--- config.mk ---
export PLATFORM = sky130hd
export DESIGN_NAME = urgent_front_service_queue_unit
export DESIGN_NICKNAME = d
export VERILOG_FILES = /design/src/rtl/core/ufsq_pkg.sv /design/src/rtl/core/urgent_front_service_queue_unit.sv /design/src/rtl/core/ufsq_ram.sv /design/src/rtl/core/ufsq_ctrl.sv /design/src/rtl/core/ufsq_dpath.sv
export SDC_FILE = /design/constraint.sdc
export NUM_CORES = 1
export LEC_CHECK = 0
export BUFFER_PORTS_ARGS = -buffer_cell sky130_fd_sc_hd__buf_2
export CORE_ASPECT_RATIO = 1.5
export CORE_MARGIN = 2
export CORE_UTILIZATION = 25
export CTS_BUF_LIST = sky130_fd_sc_hd__clkbuf_4 sky130_fd_sc_hd__clkbuf_8
export DETAILED_ROUTE_END_ITERATION = 8
export PLACE_DENSITY = 0.39
export SYNTH_ARGS = -nofsm -noshare
export SYNTH_HDL_FRONTEND = slang
export SYNTH_SLANG_ARGS = --single-unit
--- constraint.sdc ---
create_clock -name clk -period 3.89 [get_ports clk]
set_input_delay 0.1945 -clock clk [delete_from_list [all_inputs] [get_ports clk]]
set_output_delay 0.1945 -clock clk [all_outputs]
set_load 0.1 [all_outputs]
--- src/rtl/core/ufsq_pkg.sv ---
`default_nettype none

package ufsq_pkg;

  localparam int QUEUE_DEPTH = 16;
  localparam int IDX_W       = (QUEUE_DEPTH > 1) ? $clog2(QUEUE_DEPTH) : 1;
  localparam int CNT_W       = $clog2(QUEUE_DEPTH + 1);
  localparam int SUM_W       = CNT_W + 1;

  localparam logic [1:0] MODE_TICK   = 2'd0;
  localparam logic [1:0] MODE_NORMAL = 2'd1;
  localparam logic [1:0] MODE_URGENT = 2'd2;

  typedef struct packed {
    logic [15:0] requester;
    logic [15:0] group;
    logic [7:0]  minutes;
    logic        urgent;
  } job_t;

  localparam int JOB_W = $bits(job_t);

  typedef struct packed {
    logic take;
    logic update;
  } cmd_t;

  typedef struct packed {
    logic [CNT_W-1:0] count;
    logic             pop_pending;
  } stat_t;

endpackage

`default_nettype wire

--- src/rtl/core/urgent_front_service_queue_unit.sv ---
// Each accepted request is followed by an update state that uses the registered
// read of the waiting store; its result is registered there. A new request is
// taken only back in the idle state, and not while a result is stalled at the output.
// Reset (synchronous, active low) clears the front pointer, entry count,
// the job in service and the handshake state; the waiting store is not cleared.
`default_nettype none

module urgent_front_service_queue_unit (
  input  wire logic        clk,
  input  wire logic        rst_n,
  input  wire logic        in_valid,
  output logic             in_stall,
  input  wire logic [1:0]  in_mode,
  input  wire logic [15:0] in_requester_id,
  input  wire logic [15:0] in_group_id,
  input  wire logic [7:0]  in_minutes_needed,
  output logic             out_valid,
  input  wire logic        out_stall,
  output logic             out_serving,
  output logic             out_urgent_job,
  output logic [15:0]      out_served_requester,
  output logic [15:0]      out_served_group,
  output logic [7:0]       out_time_left,
  output logic             out_dropped
);

  import ufsq_pkg::*;

  cmd_t  cmd;
  stat_t stat;

  ufsq_ctrl u_ctrl (
    .clk       (clk),
    .rst_n     (rst_n),
    .in_valid  (in_valid),
    .in_stall  (in_stall),
    .out_valid (out_valid),
    .out_stall (out_stall),
    .cmd       (cmd)
  );

  ufsq_dpath u_dpath (
    .clk                  (clk),
    .rst_n                (rst_n),
    .cmd                  (cmd),
    .in_mode              (in_mode),
    .in_requester_id      (in_requester_id),
    .in_group_id          (in_group_id),
    .in_minutes_needed    (in_minutes_needed),
    .out_serving          (out_serving),
    .out_urgent_job       (out_urgent_job),
    .out_served_requester (out_served_requester),
    .out_served_group     (out_served_group),
    .out_time_left        (out_time_left),
    .out_dropped          (out_dropped),
    .stat                 (stat)
  );

`ifndef SYNTHESIS
  a_take_then_update: assert property (@(posedge clk) disable iff (!rst_n)
    cmd.take |=> cmd.update && !cmd.take)
    else $error("accepted request not followed by an update cycle");

  a_update_gives_result: assert property (@(posedge clk) disable iff (!rst_n)
    cmd.update |=> out_valid)
    else $error("update cycle did not present a result");

  a_count_in_range: assert property (@(posedge clk) disable iff (!rst_n)
    stat.count <= CNT_W'(QUEUE_DEPTH))
    else $error("entry count exceeds queue depth");

  a_pop_has_entry: assert property (@(posedge clk) disable iff (!rst_n)
    cmd.update && stat.pop_pending |-> stat.count != '0)
    else $error("pop pending with an empty queue");
`endif

endmodule

`default_nettype wire

--- src/rtl/core/ufsq_ram.sv ---
`default_nettype none

module ufsq_ram #(
  parameter int WIDTH = 8,
  parameter int DEPTH = 16,
  parameter int ADDR_W = (DEPTH > 1) ? $clog2(DEPTH) : 1
) (
  input  wire logic              clk,
  input  wire logic              wr_en,
  input  wire logic [ADDR_W-1:0] wr_addr,
  input  wire logic [WIDTH-1:0]  wr_data,
  input  wire logic [ADDR_W-1:0] rd_addr,
  output logic      [WIDTH-1:0]  rd_data
);

  logic [WIDTH-1:0] mem [DEPTH];

  always_ff @(posedge clk) begin
    if (wr_en) begin
      mem[wr_addr] <= wr_data;
    end
    rd_data <= mem[rd_addr];
  end

endmodule

`default_nettype wire

--- src/rtl/core/ufsq_ctrl.sv ---
`default_nettype none

module ufsq_ctrl (
  input  wire logic          clk,
  input  wire logic          rst_n,
  input  wire logic          in_valid,
  output logic               in_stall,
  output logic               out_valid,
  input  wire logic          out_stall,
  output ufsq_pkg::cmd_t     cmd
);

  import ufsq_pkg::*;

  typedef enum logic [1:0] {
    ST_IDLE   = 2'b01,
    ST_UPDATE = 2'b10
  } state_t;

  state_t state_r, state_nxt;
  logic   out_valid_r, out_valid_nxt;
  logic   can_take;

  assign can_take   = (state_r == ST_IDLE) && (!out_valid_r || !out_stall);
  assign in_stall   = !can_take;
  assign out_valid  = out_valid_r;
  assign cmd.take   = can_take && in_valid;
  assign cmd.update = (state_r == ST_UPDATE);

  always_comb begin
    state_nxt = state_r;
    unique case (state_r)
      ST_IDLE: begin
        if (cmd.take) begin
          state_nxt = ST_UPDATE;
        end
      end
      ST_UPDATE: begin
        state_nxt = ST_IDLE;
      end
      default: begin
        state_nxt = ST_IDLE;
      end
    endcase
  end

  always_comb begin
    out_valid_nxt = out_valid_r;
    if (cmd.update) begin
      out_valid_nxt = 1'b1;
    end else if (out_valid_r && !out_stall) begin
      out_valid_nxt = 1'b0;
    end
  end

  always_ff @(posedge clk) begin
    if (!rst_n) begin
      state_r     <= ST_IDLE;
      out_valid_r <= 1'b0;
    end else begin
      state_r     <= state_nxt;
      out_valid_r <= out_valid_nxt;
    end
  end

endmodule

`default_nettype wire

--- src/rtl/core/ufsq_dpath.sv ---
`default_nettype none

module ufsq_dpath (
  input  wire logic          clk,
  input  wire logic          rst_n,
  input  wire ufsq_pkg::cmd_t cmd,
  input  wire logic [1:0]    in_mode,
  input  wire logic [15:0]   in_requester_id,
  input  wire logic [15:0]   in_group_id,
  input  wire logic [7:0]    in_minutes_needed,
  output logic               out_serving,
  output logic               out_urgent_job,
  output logic [15:0]        out_served_requester,
  output logic [15:0]        out_served_group,
  output logic [7:0]         out_time_left,
  output logic               out_dropped,
  output ufsq_pkg::stat_t    stat
);

  import ufsq_pkg::*;

  logic [IDX_W-1:0] front_r;
  logic [CNT_W-1:0] count_r;
  job_t             cur_r;
  job_t             req_r;
  logic             fwd_r;
  logic             pop_r;
  logic             dropped_r;

  logic             is_req;
  logic             is_urgent;
  logic             full;
  logic             push;
  logic [IDX_W-1:0] front_dec;
  logic [IDX_W-1:0] front_inc;
  logic [SUM_W-1:0] back_sum;
  logic [IDX_W-1:0] back_idx;
  logic [CNT_W-1:0] count_after;
  logic [IDX_W-1:0] wr_addr;
  job_t             req;
  job_t             rd_job;
  logic [JOB_W-1:0] rd_word;
  job_t             popped;
  job_t             cur_upd;

  assign is_req    = (in_mode == MODE_NORMAL) || (in_mode == MODE_URGENT);
  assign is_urgent = (in_mode == MODE_URGENT);
  assign full      = (count_r == CNT_W'(QUEUE_DEPTH));
  assign push      = is_req && !full;

  assign front_dec = (front_r == '0) ? IDX_W'(QUEUE_DEPTH - 1) : front_r - IDX_W'(1);
  assign front_inc = (front_r == IDX_W'(QUEUE_DEPTH - 1)) ? '0 : front_r + IDX_W'(1);
  assign back_sum  = SUM_W'(front_r) + SUM_W'(count_r);
  assign back_idx  = (back_sum >= SUM_W'(QUEUE_DEPTH)) ?
                     IDX_W'(back_sum - SUM_W'(QUEUE_DEPTH)) : IDX_W'(back_sum);
  assign count_after = count_r + CNT_W'(push);
  assign wr_addr   = is_urgent ? front_dec : back_idx;

  always_comb begin
    req.requester = in_requester_id;
    req.group     = in_group_id;
    req.minutes   = in_minutes_needed;
    req.urgent    = is_urgent;
  end

  // The front entry is read in the request cycle. When the request itself
  // becomes the front entry, it is taken from the holding register instead.
  ufsq_ram #(
    .WIDTH (JOB_W),
    .DEPTH (QUEUE_DEPTH)
  ) u_store (
    .clk     (clk),
    .wr_en   (cmd.take && push),
    .wr_addr (wr_addr),
    .wr_data (req),
    .rd_addr (front_r),
    .rd_data (rd_word)
  );

  assign rd_job  = job_t'(rd_word);
  assign popped  = fwd_r ? req_r : rd_job;
  assign cur_upd = pop_r ? popped : cur_r;

  always_ff @(posedge clk) begin
    if (!rst_n) begin
      front_r   <= '0;
      count_r   <= '0;
      cur_r     <= '0;
      fwd_r     <= 1'b0;
      pop_r     <= 1'b0;
      dropped_r <= 1'b0;
    end else if (cmd.take) begin
      front_r   <= (push && is_urgent) ? front_dec : front_r;
      count_r   <= count_after;
      fwd_r     <= push && (is_urgent || (count_r == '0));
      pop_r     <= (cur_r.minutes < 8'd2) && (count_after != '0);
      dropped_r <= is_req && full;
      if (cur_r.minutes >= 8'd2) begin
        cur_r.minutes <= cur_r.minutes - 8'd1;
      end else if (count_after == '0) begin
        cur_r <= '0;
      end
    end else if (cmd.update && pop_r) begin
      cur_r   <= popped;
      front_r <= front_inc;
      count_r <= count_r - CNT_W'(1);
      pop_r   <= 1'b0;
    end
  end

  always_ff @(posedge clk) begin
    if (cmd.update) begin
      out_serving          <= (cur_upd.minutes != '0);
      out_urgent_job       <= (cur_upd.minutes != '0) && cur_upd.urgent;
      out_served_requester <= (cur_upd.minutes != '0) ? cur_upd.requester : '0;
      out_served_group     <= (cur_upd.minutes != '0) ? cur_upd.group : '0;
      out_time_left        <= cur_upd.minutes;
      out_dropped          <= dropped_r;
    end
    if (cmd.take) begin
      req_r <= req;
    end
  end

  assign stat.count       = count_r;
  assign stat.pop_pending = pop_r;

endmodule

`default_nettype wire

Word level (Yosys, flattened, before mapping)
Memories as Yosys holds them, arrays and structs flattened. A register that Yosys moved wholly into a read port is not among the register bits.
Index checks and enable logic that the tools add are counted.
W data, S select, Z words.
{ "classes": {"addsub": 7, "order_cmp": 3, "n_eq_ne": 10, "n_mux": 23, "reduce_logical": 29} }
{ "op_table": {"columns": ["op", "n"], "rows": [
  ["$mux W41", 5],
  ["$mux W32", 1],
  ["$mux W4", 7],
  ["$logic_and A1 B1 Y1", 11],
  ["$logic_not A5 Y1", 2],
  ["$mux W5", 2],
  ["$ge A8 B2 Y1 const B", 1],
  ["$lt A8 B2 Y1 const B", 1],
  ["$mux W8", 1],
  ["$reduce_bool A8 Y1", 1],
  ["$sub A4 B1 Y4 const B", 2],
  ["$sub A8 B1 Y8 const B", 1],
  ["$mux W1", 7],
  ["$add A4 B5 Y6", 1],
  ["$ge A6 B5 Y1 const B", 1],
  ["$ne A2 B2 Y1 const B", 3],
  ["$reduce_and A2 Y1", 3],
  ["$add A5 B1 Y5", 1],
  ["$eq A5 B5 Y1 const B", 1],
  ["$reduce_bool A5 Y1", 1],
  ["$sub A5 B1 Y5 const B", 1],
  ["$add A4 B1 Y4 const B", 1],
  ["$eq A2 B1 Y1 const B", 2],
  ["$eq A2 B2 Y1 const B", 2],
  ["7 further kinds", 13]
]} }
{ "totals": {"regBits": 140, "ram_bits": 656, "input_bits": 46, "output_inout_bits": 45, "wordCells": 94, "n_memories": 1} }
{ "memory_table": {"columns": ["name", "words", "word_bits", "rd", "rd_clocked_by_memory_dff", "write_ports", "line_no", "rtl"], "rows": [
  ["u_dpath.u_store.mem", 16, 41, 1, 1, 1, "ufsq_ram.sv:16", "logic [WIDTH-1:0] mem [DEPTH];"]
]} }

Logic depth before layout (Yosys ltp)
{ "logic_depth": {"word_depth": 8, "mapped_depth": 11, "mapped_depth_nobuf": 10} }

Cells and area by module
Synthesis repeated with hierarchy kept, for this count alone.
{ "unflattened": {"cells_unflattened": 1588, "area_unflattened_um2": 31740.4} }
{ "by_module_without_submodules": {"columns": ["module", "n_inst", "cells_each", "area_per_inst_um2", "seq_area_each_um2"], "rows": [
  ["ufsq_ram", 1, 1066, 25375.6, 20519.7],
  ["ufsq_dpath", 1, 509, 6237.2, 3583.4],
  ["ufsq_ctrl", 1, 13, 127.6, 60.1]
]} }

Worst setup path after synthesis
Ideal clock, no wire load.
{ "synth_path": {"path_type": "register to register", "from": "reg u_ctrl.out_valid_r (netlist: u_ctrl.out_valid)", "to": "mem u_dpath.u_store.mem[11][0] in the netlist's numbering (enable)", "arrival_time_ns": 4.067, "required_ns": 3.450, "path_slack_ns": -0.616, "path_stages_with_launch": 8, "n_path_buf": 2, "synth_period_minus_slack_ns": 4.506, "path_cell_list": "dfxtp_1 -> nand2_1 -> nand3_1 -> inv_1 -> buf_2 -> buf_2 -> nand4_1 -> nor2_1"} }
{ "synth_rtl": {"columns": ["item", "line_no", "rtl"], "rows": [
  ["start, declared", "ufsq_ctrl.sv:21", "logic out_valid_r, out_valid_nxt;"],
  ["start signal, assigned", "ufsq_ctrl.sv:62", "out_valid_r <= out_valid_nxt;"],
  ["end, declared", "ufsq_ram.sv:16", null]
]} }

Final worst setup path
{ "layout_path": {"from": "reg u_dpath.count_r[1]", "to": "reg u_dpath.cur_r[26] in the netlist's numbering"} }
{ "layout_via": {"elab_chain_len": 7} }
{ "layout_lines": {"columns": ["item", "line_no", "rtl"], "rows": [
  ["start, declared", "ufsq_dpath.sv:23", "logic [CNT_W-1:0] count_r;"],
  ["start signal, assigned", "ufsq_dpath.sv:94", "count_r <= count_after;"],
  ["start signal, assigned", "ufsq_dpath.sv:106", "count_r <= count_r - CNT_W'(1);"],
  ["$eq A5 B5 Y1", "ufsq_dpath.sv:48", "assign full = (count_r == CNT_W'(QUEUE_DEPTH));"],
  ["$logic_not A1 Y1", "ufsq_dpath.sv:49", "assign push = is_req && !full;"],
  ["$logic_and A1 B1 Y1", "ufsq_dpath.sv:49", null],
  ["$add A5 B1 Y5 (*)", "ufsq_dpath.sv:56", "assign count_after = count_r + CNT_W'(push);"],
  ["$logic_not A5 Y1 (*)", "ufsq_dpath.sv:100", "end else if (count_after == '0) begin"],
  ["$ne A2 B2 Y1 (no line) (*)", null, null],
  ["$reduce_and A3 Y1 (no line) (*)", null, null],
  ["end signal, assigned", "ufsq_dpath.sv:104", "cur_r <= popped;"],
  ["end, declared", "ufsq_dpath.sv:24", "job_t cur_r;"]
]} }
Mark *: on every way between the ends. The rest lies on a longest branch, timed or not.
A chain may end at the register's enable or synchronous reset.

==> results by group <==
Critical path
  • Required time worst endpoint: 4.55 ns
  • Kind of end point of the critical path: flip-flop
  • CP max FO: 33
  • Cell family contributing the most delay on the critical path: compound AO/OA/AOI/OAI gates
  • Ordered cell list for the critical path: inv_1, ha_1, a31oi_1, ha_1, ha_1, nor2_1, nand4_1, a32o_2, buf_4, o2bb2ai_1
  • Slowest cell on the critical path: sky130_fd_sc_hd__a31oi_1
  • Cell repeated most along the worst path: sky130_fd_sc_hd__ha_1
  • Kind of critical path: flip-flop to flip-flop
  • Count of buffer and inverter cells on the critical path: 2
  • Startpoint types: flip-flop
  • Worst path max stage delay: 0.55 ns
  • Critical Path AT: 3.91 ns

Logic synthesis
  • Synth cell count leaders: sky130_fd_sc_hd__edfxtp_1, sky130_fd_sc_hd__mux4_2, sky130_fd_sc_hd__dfxtp_1, sky130_fd_sc_hd__nor2_1, sky130_fd_sc_hd__mux2i_1
  • Share of synthesized registers carrying an async set or reset: 0%
  • Proportion of netlist area held by the largest area contributor: 70.0%
  • Average cell area after synthesis: 21.3 um2
  • Gate count after technology mapping: 1488
  • Share of synthesized area occupied by flip-flops and latches: 76.1%
  • Flip-flop cell with the highest count after synthesis: sky130_fd_sc_hd__edfxtp_1
  • Number of distinct library cell variants in the gate-level netlist after synthesis: 58
  • YS warnings: 0
  • Total standard cell area after synthesis: 0.0317 mm2
  • Number of enable-type register cells in the synthesized netlist: 740
  • Nets in the synthesized netlist: 1548
  • Library cell occupying the most area in the post-synthesis netlist: sky130_fd_sc_hd__edfxtp_1
  • Library cell with the highest instance count after synthesis: sky130_fd_sc_hd__edfxtp_1
  • Synth area leaders: sky130_fd_sc_hd__edfxtp_1, sky130_fd_sc_hd__mux4_2, sky130_fd_sc_hd__dfxtp_1, sky130_fd_sc_hd__mux2i_1, sky130_fd_sc_hd__nor2_1
  • Total of flip-flops plus latches after synthesis: 837

Clock tree
  • Cell at the root of the clock tree: sky130_fd_sc_hd__clkbuf_8
  • Longest Clk Path Bufs: 3
  • Post-CTS resize count: 0
  • TritonCTS Buffers: 134
  • Clock tree from TritonCTS: built
  • Depth of the CTS H-tree: 4
  • Worst-path clk slew: 0.06 ns
  • Number of sinks driven by the clock tree: 837
  • Clock insertion delay at the later pin of the skew report: 0.83 ns

GRT
  • First-pass GRT wire length: 124000 um
  • Initial antenna violation count: 5
  • Vias in the first global route: 16843
  • Maximum number of pins on one net before global-route repair: 95
  • Overall overflow remaining after global route: 0
  • Overall Global Routing Usage: 13.6%

Drt
  • DR pass1 iterations: 5
  • WL/cell: 24.4 um
  • DRC: 0
  • Number of vias per cell after detailed routing: 4.42
  • Post-detailed-routing wire length: 86400 um
  • Vias: 15667
  • DRT iter0 DRCs: 1102
  • Antenna viol nets, final: 0

Floorplanning
  • Vertical die dimension: 440 um
  • Die W: 295 um
  • Initial core utilization: 25.1%
  • Core ar.: 0.126 mm2
  • Site Rows: 160
  • Count of pins on the block boundary: 91
  • Die area: 0.130 mm2

Power
  • Proportion of power drawn by flip-flops and latches: 52.2%
  • Internal portion of total power: 14.7 mW
  • Relative contribution of combinational cells to total power: 6.7%
  • Switching part of the total power: 23.5%
  • IR Drop Worst-Case VDD: 0.353 mV
  • Fraction of power consumed by the clock network: 41.1%
  • PwrDens: 508 mW/mm2
  • LEAKAGE: 11.7 nW
  • Switching component of the power: 4.52 mW

Timing
  • Final Max Tran Viols: 0
  • Post-route setup slack: 0.641 ns
  • Post-route clock period utilization: 83.5%
  • Relative slew slack: 28.1%
  • Transition time at the pin with the least slew margin: 1.08 ns
  • RSZ-0062 raised after global routing: false
  • Worst hold slack: 0.252 ns
  • Highest Clock Rate: 308 MHz
  • Hold violation total from the final report: 0
  • Final critical delay including setup and external delays: 3.25 ns
  • Max Clock Skew: 0.0450 ns
  • Setup violations, final: 0

Finish
  • Number of standard cells in the layout, taps in and fillers out: 3544
  • Area growth from synthesis to layout: 19.2%
  • Sequential Area: 0.0242 mm2
  • Filler instances: 12280
  • Multi-input logic area: 0.00726 mm2
  • Layout cell share with drive strength beyond 1: 34.4%
  • Post-layout net count: 1790

Worst hold path
  • HP Class: input pin to flip-flop

Outcome
  • Result of the run: finished, final reports clean

Placed design
  • Placed wire-length estimate after detailed placement: 46500 um
  • Placed cell count: 3250
  • Worst setup slack after placement: 0.667 ns
  • Final estimated routing congestion in global placement: 0.713
  • Count of buffers from port buffering: 90

Run
  • # Max-Cap Violations: 0
==> power by group through the flow <==
| stage | registers, mW | logic (mW) | clock network, mW |
|---|---|---|---|
| global placement | 10.2 | 1.28 | 0 |
| CTS | 10.0 | 1.34 | 8.21 |
| finish | 10.0 | 1.29 | 7.89 |
| floorplan | 10.2 | 0.781 | 0 |
| detailed placement | 10.2 | 1.29 | 0 |
| global route | 10.0 | 1.41 | 8.56 |
==> final cells by class <==
type | instances | area share, %
Sequential cell | 837 | 63.9
Inverter | 14 | 0.142
Timing Repair Buffer | 187 | 3.68
Clock buffer | 194 | 6.28
Clock inverter | 51 | 1.14
Multi-Input combinational cell | 556 | 19.2
Antenna cell | 4 | 0.0265
Tap cell | 1701 | 5.62
==> cell usage in the layout (no fill, tap or decap), types with 3 or more instances in the layout <==
cell type                         n
sky130_fd_sc_hd__a211oi_1        17
sky130_fd_sc_hd__a211oi_2        20
sky130_fd_sc_hd__a21o_1           3
sky130_fd_sc_hd__a21oi_1         21
sky130_fd_sc_hd__a31o_2           3
sky130_fd_sc_hd__a31oi_1          5
sky130_fd_sc_hd__and3_1           3
sky130_fd_sc_hd__buf_12           8
sky130_fd_sc_hd__buf_2           90
sky130_fd_sc_hd__buf_4           44
sky130_fd_sc_hd__bufinv_16        5
sky130_fd_sc_hd__clkbuf_4        47
sky130_fd_sc_hd__clkbuf_8       147
sky130_fd_sc_hd__clkinv_1        14
sky130_fd_sc_hd__clkinv_2        18
sky130_fd_sc_hd__clkinvlp_4       6
sky130_fd_sc_hd__dfxtp_1         91
sky130_fd_sc_hd__dfxtp_4          6
sky130_fd_sc_hd__diode_2          4
sky130_fd_sc_hd__dlygate4sd3_1   45
sky130_fd_sc_hd__edfxtp_1       740
sky130_fd_sc_hd__ha_1            13
sky130_fd_sc_hd__inv_1           12
sky130_fd_sc_hd__inv_6            5
sky130_fd_sc_hd__mux2i_1         43
sky130_fd_sc_hd__mux4_2         205
sky130_fd_sc_hd__nand2_1         19
sky130_fd_sc_hd__nand3_1          8
sky130_fd_sc_hd__nand3b_1         3
sky130_fd_sc_hd__nand4_1          5
sky130_fd_sc_hd__nor2_1          66
sky130_fd_sc_hd__nor2_4          16
sky130_fd_sc_hd__nor2b_1          3
sky130_fd_sc_hd__nor3_1           7
sky130_fd_sc_hd__o211ai_1         4
sky130_fd_sc_hd__o21ai_0          7
sky130_fd_sc_hd__o2bb2ai_1       33
sky130_fd_sc_hd__or3_1            3
sky130_fd_sc_hd__xnor2_1          6
sky130_fd_sc_hd__xor2_1           5
==> worst register-to-register path: stages (launching register included) <==
cell and delay (ns):
sky130_fd_sc_hd__dfxtp_1 0.49, sky130_fd_sc_hd__inv_1 0.10, sky130_fd_sc_hd__ha_1 0.22, sky130_fd_sc_hd__a31oi_1 0.55, sky130_fd_sc_hd__ha_1 0.29, sky130_fd_sc_hd__ha_1 0.24
sky130_fd_sc_hd__nor2_1 0.22, sky130_fd_sc_hd__nand4_1 0.13, sky130_fd_sc_hd__a32o_2 0.29, sky130_fd_sc_hd__buf_4 0.31, sky130_fd_sc_hd__o2bb2ai_1 0.24
==> cells by family after synthesis <==
group / Yosys count / share of synthesized area (%)
multiplexers: 248 / 15.9
buffers and inverters: 95 / 1.41
adder cells (fa/ha/maj): 14 / 0.575
XOR/XNOR: 11 / 0.303
AO/OA/AOI/OAI: 138 / 3.59
AND/OR/NAND/NOR: 145 / 2.12
flip-flops: 837 / 76.1
==> registers in the layout (all words and copies together), names as in the netlist, 2 cells and up <==
signal and count:
u_dpath.count_r 5, u_dpath.cur_r 41, u_ctrl.state_r 2, u_dpath.out_served_requester 16, u_dpath.u_store.mem 656, u_dpath.out_time_left 8, u_dpath.u_store.rd_data 41, u_dpath.front_r 4
u_dpath.req_r 41, u_dpath.out_served_group 16
==> through the flow <==
stage          util [%]  TNS (ns)  instance area, um2  power, mW
2_1_floorplan         -   -242.69               31800       11.0
3_3_place_gp       27.4         0               34600       11.5
3_5_place_dp       27.4         0               34600       11.5
4_1_cts            29.9         0               37800       19.6
5_1_grt            30.0         0               37800       20.0
6_report           30.0         0               37800       19.2
==> final timing paths <==
| kind | cells after the start | to | slack (ns) | startpoint |
|---|---|---|---|---|
| max | 10 | u_dpath.cur_r[26] | 0.64 | u_dpath.count_r[1] |
| min | 4 | u_ctrl.out_valid | 0.25 | out_stall |
| max reg2reg | 10 | u_dpath.cur_r[26] | 0.64 | u_dpath.count_r[1] |
| min reg2reg | 1 | u_dpath.cur_r[0] | 0.46 | u_dpath.cur_r[0] |
==> per-layer routing <==
| metal | share of wire (%) | track usage, % |
|---|---|---|
| met5 | 0.031 | 0 |
| met4 | 1.9 | 4.17 |
| met3 | 3.6 | 2.76 |
| met2 | 51 | 23.4 |
| met1 | 43 | 17.0 |
==> timing repair <==
item / CTS / global route
buffers inserted: 0 / 0
setup endpoints to repair: 0 / 0
endpoints found under the hold margin: 692 / 0
hold buffers: 45 / 0
Note: power is estimated with default switching activity, not from simulation.
